<file path="src/rtl/qxm_pkg.sv">
// Shared constants, codes and control types for the quad X-frame motor mixer.
package qxm_pkg;

  // Default fixed-point fraction width of torques, gains and forces
  localparam int FRAC_BITS_DEF = 16;

  // Field widths
  localparam int TORQUE_W  = 32;
  localparam int FORCE_W   = 32;
  localparam int GAIN_W    = 31;
  localparam int MODE_W    = 2;
  localparam int OFFSET_W  = 11;
  localparam int COMPARE_W = 11;
  localparam int CFG_IDX_W = 2;

  // Packed stream widths (whole bytes)
  localparam int S_DATA_W = 112;
  localparam int M_DATA_W = 48;

  // Configuration register indexes
  localparam logic [CFG_IDX_W-1:0] REG_MIX_MODE    = 2'd0;
  localparam logic [CFG_IDX_W-1:0] REG_ARM_GAIN    = 2'd1;
  localparam logic [CFG_IDX_W-1:0] REG_HOVER_FORCE = 2'd2;
  localparam logic [CFG_IDX_W-1:0] REG_YAW_GAIN    = 2'd3;

  // Mixing modes
  localparam logic [MODE_W-1:0] MODE_PITCH = 2'd0;
  localparam logic [MODE_W-1:0] MODE_ROLL  = 2'd1;
  localparam logic [MODE_W-1:0] MODE_FULL  = 2'd2;
  localparam logic [MODE_W-1:0] MODE_HOLD  = 2'd3;

  // Register reset values
  localparam logic [MODE_W-1:0] MIX_MODE_RST    = MODE_FULL;
  localparam logic [GAIN_W-1:0] ARM_GAIN_RST    = 31'd131072;
  localparam logic [GAIN_W-1:0] HOVER_FORCE_RST = 31'd240000;
  localparam logic [GAIN_W-1:0] YAW_GAIN_RST    = 31'd930611;

  // Thrust-to-throttle curve, Q2.30
  localparam int COEF_A_W   = 23;
  localparam int COEF_BC_W  = 28;
  localparam int CURVE_FRAC = 30;
  localparam logic signed [COEF_A_W-1:0]  COEF_A = -23'sd2438897;
  localparam logic signed [COEF_BC_W-1:0] COEF_B = 28'sd104063836;
  localparam logic signed [COEF_BC_W-1:0] COEF_C = 28'sd126368675;

  // Force clamp in newtons, throttle scale and output limits
  localparam int FORCE_LIMIT_N = 64;
  localparam int SCALE_W       = 11;
  localparam logic signed [SCALE_W-1:0] THR_SCALE = 11'sd1000;
  localparam logic signed [COMPARE_W-1:0] THR_MAX = 11'sd750;
  localparam logic signed [COMPARE_W-1:0] THR_MIN = 11'sd100;
  localparam logic [COMPARE_W-1:0] PWM_BASE = 11'd1000;

  // Pipeline stage count, input to output register
  localparam int STAGES = 7;

  // Stage enables of the mixing front end
  typedef struct packed {
    logic s1_en;    // product stage loads
    logic s2_en;    // force stage loads
    logic s2_take;  // force stage loads a valid item
  } mix_ctl_t;

  // Stage enables of the curve back end
  typedef struct packed {
    logic s3_en;
    logic s4_en;
    logic s5_en;
    logic s6_en;
    logic s7_en;
  } curve_ctl_t;

endpackage

</file>
<file path="src/rtl/qxm_curve.sv">
// Per-motor thrust-to-throttle curve, scaling, offset and output saturation.
module qxm_curve #(
  parameter int FRAC_BITS = qxm_pkg::FRAC_BITS_DEF
) (
  input  logic                                  clk,
  input  qxm_pkg::curve_ctl_t                   ctl,
  input  logic [qxm_pkg::FORCE_W-1:0]           motor_force,
  input  logic signed [qxm_pkg::OFFSET_W-1:0]   offset,
  input  logic                                  low_power,
  output logic [qxm_pkg::COMPARE_W-1:0]         compare
);
  import qxm_pkg::*;

  localparam int FC_W   = FRAC_BITS + 8;
  localparam int SQ_W   = 2 * FC_W;
  localparam int T_W    = SQ_W - FRAC_BITS;
  localparam int AT_W   = T_W + COEF_A_W;
  localparam int ATS_W  = AT_W - FRAC_BITS;
  localparam int BF_W   = FC_W + COEF_BC_W;
  localparam int BFS_W  = BF_W - FRAC_BITS;
  localparam int M_W    = ATS_W + 1;
  localparam int MK_W   = M_W + SCALE_W;
  localparam int THR_W  = MK_W - CURVE_FRAC;
  localparam int TO_W   = THR_W + 1;

  localparam logic signed [FORCE_W-1:0] LIM_POS = FORCE_W'(FORCE_LIMIT_N) <<< FRAC_BITS;
  localparam logic signed [FORCE_W-1:0] LIM_NEG = -LIM_POS;
  localparam logic signed [MK_W-1:0]    TRUNC_BIAS = (MK_W'(1) <<< CURVE_FRAC) - MK_W'(1);

  logic signed [FORCE_W-1:0] frc;
  logic signed [FORCE_W-1:0] fc_full;
  logic signed [FC_W-1:0]    fc;
  logic signed [SQ_W-1:0]    sq;
  logic signed [BF_W-1:0]    bf;
  logic signed [T_W-1:0]     t;
  logic signed [AT_W-1:0]    at;
  logic signed [BFS_W-1:0]   bfs;
  logic signed [ATS_W-1:0]   ats;
  logic signed [M_W-1:0]     m;
  logic signed [MK_W-1:0]    mk;
  logic signed [MK_W-1:0]    mk_adj;
  logic signed [THR_W-1:0]   thr;
  logic signed [TO_W-1:0]    thr_off;
  logic signed [TO_W-1:0]    thr_sat;
  logic [COMPARE_W-1:0]      compare_next;

  // Clamp the force to the curve's working range
  assign frc = $signed(motor_force);
  always_comb begin
    if (frc > LIM_POS) begin
      fc_full = LIM_POS;
    end else if (frc < LIM_NEG) begin
      fc_full = LIM_NEG;
    end else begin
      fc_full = frc;
    end
  end
  assign fc = $signed(fc_full[FC_W-1:0]);

  // Stage 3: square and linear products
  always_ff @(posedge clk) begin
    if (ctl.s3_en) begin
      sq <= fc * fc;
      bf <= COEF_B * fc;
    end
  end

  assign t = $signed(sq[SQ_W-1:FRAC_BITS]);

  // Stage 4: quadratic product and scaled linear term
  always_ff @(posedge clk) begin
    if (ctl.s4_en) begin
      at  <= COEF_A * t;
      bfs <= $signed(bf[BF_W-1:FRAC_BITS]);
    end
  end

  assign ats = $signed(at[AT_W-1:FRAC_BITS]);

  // Stage 5: curve value in Q2.30
  always_ff @(posedge clk) begin
    if (ctl.s5_en) begin
      m <= M_W'(ats) + M_W'(bfs) + M_W'(COEF_C);
    end
  end

  // Stage 6: scale to per-mille throttle
  always_ff @(posedge clk) begin
    if (ctl.s6_en) begin
      mk <= m * THR_SCALE;
    end
  end

  // Truncate toward zero, add offset and saturate
  assign mk_adj  = mk + (mk[MK_W-1] ? TRUNC_BIAS : '0);
  assign thr     = $signed(mk_adj[MK_W-1:CURVE_FRAC]);
  assign thr_off = TO_W'(thr) + TO_W'(offset);

  always_comb begin
    if (thr_off > TO_W'(THR_MAX)) begin
      thr_sat = TO_W'(THR_MAX);
    end else if (thr_off < TO_W'(THR_MIN)) begin
      thr_sat = TO_W'(THR_MIN);
    end else begin
      thr_sat = thr_off;
    end
    compare_next = low_power ? PWM_BASE : (thr_sat[COMPARE_W-1:0] + PWM_BASE);
  end

  // Stage 7: output register
  always_ff @(posedge clk) begin
    if (ctl.s7_en) begin
      compare <= compare_next;
    end
  end

endmodule

</file>
<file path="config.mk">
export PLATFORM = sky130hd
export DESIGN_NAME = qxm_curve
export DESIGN_NICKNAME = d
export VERILOG_FILES = /design/src/rtl/qxm_pkg.sv /design/src/rtl/qxm_curve.sv
export SDC_FILE = /design/constraint.sdc
export NUM_CORES = 2
export LEC_CHECK = 0
export CORE_MARGIN = 4
export CORE_UTILIZATION = 41
export CTS_BUF_LIST = sky130_fd_sc_hd__clkbuf_4
export CTS_CLUSTER_DIAMETER = 150
export CTS_CLUSTER_SIZE = 16
export DETAILED_ROUTE_END_ITERATION = 10
export DONT_BUFFER_PORTS = 1
export PLACE_DENSITY = 0.66
export SYNTH_ARGS = -nofsm -noshare
export SYNTH_HDL_FRONTEND = slang
export SYNTH_SLANG_ARGS = --single-unit
export TNS_END_PERCENT = 20
</file>
<file path="constraint.sdc">
create_clock -name clk -period 12.4 [get_ports clk]
set_clock_uncertainty 0.15 [all_clocks]
set_input_delay 1.86 -clock clk [delete_from_list [all_inputs] [get_ports clk]]
set_output_delay 1.86 -clock clk [all_outputs]
set_load 0.03 [all_outputs]
</file>
==> metrics <==
r2r worst-path depth 28; critical path type primary input to flip-flop; Design Area, Final 64800 sq um; Site Rows 142; core area 150000 sq um; sequential area share after synthesis 0.117; initial antenna violation count 5; Hold Crit Depth 0; drc violations 0; fraction of the cycle the final worst path needs 0.894; most frequent cell after synthesis inv_1; slowest stage delay, CP 0.76 ns; CTS root buffer clkbuf_4; layout cells sized above 1 0.0165; height of the die 397 um; Post-Route WL 148000 um; Initial Utilization 0.414; number of iterations in the first detailed-routing pass 7; Longest Clk Path Bufs 3; clock-pin slew on the worst setup and hold paths 0.19 ns; CP most frequent cell fa_1; Setup Buffers After CTS 0; vias in the first global route 43982; CTS tree yes; Max Slew Vio Count 0; Critical R2R Capture compare[9]$_SDFFCE_PP1P_; area delta synth->final 4.27%; final RePlAce weighted congestion 0.954; r2r startpoint mk[50]$_DFFE_PP_; H-tree depth 1; fin nets 8341; Vias 39868; r2r setup slk 4.56 ns; CTS Sinks 242; met3 usage 0.0282; Hold Crit Endpoint bfs[9]$_DFFE_PP_; setup TNS 0 ns; main flop type after synthesis edfxtp_1; Worst path slowest cell o311ai_0; Hold WC Path Type flip-flop to flip-flop; total grt overflow 0; worst relative slew slack 0.373; Post-Syn Instances 6095; min Tclk post-route 11.08 ns; commonest cells in the netlist inv_1, fa_1, ha_1; synth top area cells fa_1, ha_1, edfxtp_1; status finished, final reports clean; antenna-violating nets left 0; clk_lat worst skew 0.83 ns; max_cap viols 0; Yosys top cell by area fa_1; RSZ-0062 raised after global routing no; placed cell area 64600 sq um; Critical Path Start motor_force[23]; initial DRC count 2066; Hold Worst Slack 0.282 ns; largest net degree at the start of global routing 76; Yosys warning total 0; Top Ports 61; die area 158000 sq um; hold buffers post-CTS 0; Hold Path Origin bf[25]$_DFFE_PP_; post-CTS resize count 0; Fmax achieved 0.0902 GHz; CP required 12.87 ns; vias per inst 4.93; Worst-Margin Slew 0.940 ns; worst path arrival time 11.55 ns; hpwl dp 131000 um; first-pass GRT wire length 239000 um; Cell variety after synth 83; area of the mapped netlist 62200 sq um; post-synth net total 8366; I/O Buffers 0; syn avg cell area 10.2 sq um; Synth top area share 0.411; Num CTS Buffers 19; Worst setup SP type primary input; met2 Track Usage GR 0.329; GR Layer Usage met1 0.252; crit-path max FO 15; number of flops mapped to enable cells by yosys 242; #FFs+latches synth 242; # setup viols final 0; gr usage total 0.192; routed len/inst 18.3 um; GRT busiest layer met2; Crit. End Element flip-flop; Die Wd 397 um; Final Hold Viols 0; asr flop ratio synth 0
metrics by stage:
stage | worst slack, ns | cells | util
floorplan | 1.52 | 6095 | -
global placement | 0.585 | 8065 | 0.430
detailed placement | 0.430 | 8065 | 0.430
CTS | 1.38 | 8087 | 0.431
global route | 0.827 | 8090 | 0.431
finish | 1.32 | 8093 | 0.431
worst max path at each step:
| stage | to | slack, ns | depth (start not counted) |
|---|---|---|---|
| 6_report | sq[47]$_DFFE_PP_ | 1.32 | 32 |
| 5_1_grt | sq[47]$_DFFE_PP_ | 0.83 | 32 |
| 4_1_cts | sq[47]$_DFFE_PP_ | 1.38 | 32 |
| 3_5_place_dp | sq[47]$_DFFE_PP_ | 0.43 | 32 |
| 3_3_place_gp | sq[47]$_DFFE_PP_ | 0.58 | 33 |
| 2_1_floorplan | bf[39]$_DFFE_PP_ | 1.52 | 30 |
cell families after synthesis:
logic type	Yosys count	synth area share
buf+inv	1961	0.118
compound gates	625	0.0667
mux	9	0.00147
flops	242	0.117
xor+xnor	218	0.0307
fa+ha+maj	2221	0.601
simple gates	819	0.0649
registers in the layout, indices dropped and copies added, names as in the netlist:
signal / count
mk: 48
m: 40
at: 39
bf: 36
bfs: 36
sq: 32
compare: 11
final cells by class:
cell class	instances	area [sq um]
Inverter	1883	7070
Multi-Input combinational cell	3892	47500
Clock buffer	20	150
Timing Repair Buffer	32	240
Tap cell	2016	2520
Antenna cell	6	15.0
Clock inverter	2	20.0
Fill cell	14463	85500
Sequential cell	242	7270
worst max-delay path: cells and delay by family:
kind | cells | cell delay (ns)
and+or+nand+nor | 9 | 2.26
adders and majority gates | 8 | 3.79
xor gates and xnor gates | 1 | 0.08
AOI/OAI and AO/OA | 7 | 2.66
buffers and inverters | 7 | 0.87
routing by layer:
metal	vias up	wire length [um]
li1	18677	-
met1	19968	63600
met2	979	71100
met3	240	7950
met4	4	5200
met5	-	26
layout by cell type (no fill, tap or decap), types with 61 or more instances in the layout:
cell type / instances
ha_1: 946
nand3_1: 63
fa_1: 1275
edfxtp_1: 242
xnor2_1: 157
nor2_1: 153
a21o_1: 105
a21oi_1: 180
inv_1: 1881
and2_1: 80
o21ai_0: 101
xor2_1: 61
nand2_1: 270
Power is left out: the tool's default activity adds up to more than one toggle a clock period on the data nets, which glitch-free logic cannot reach.
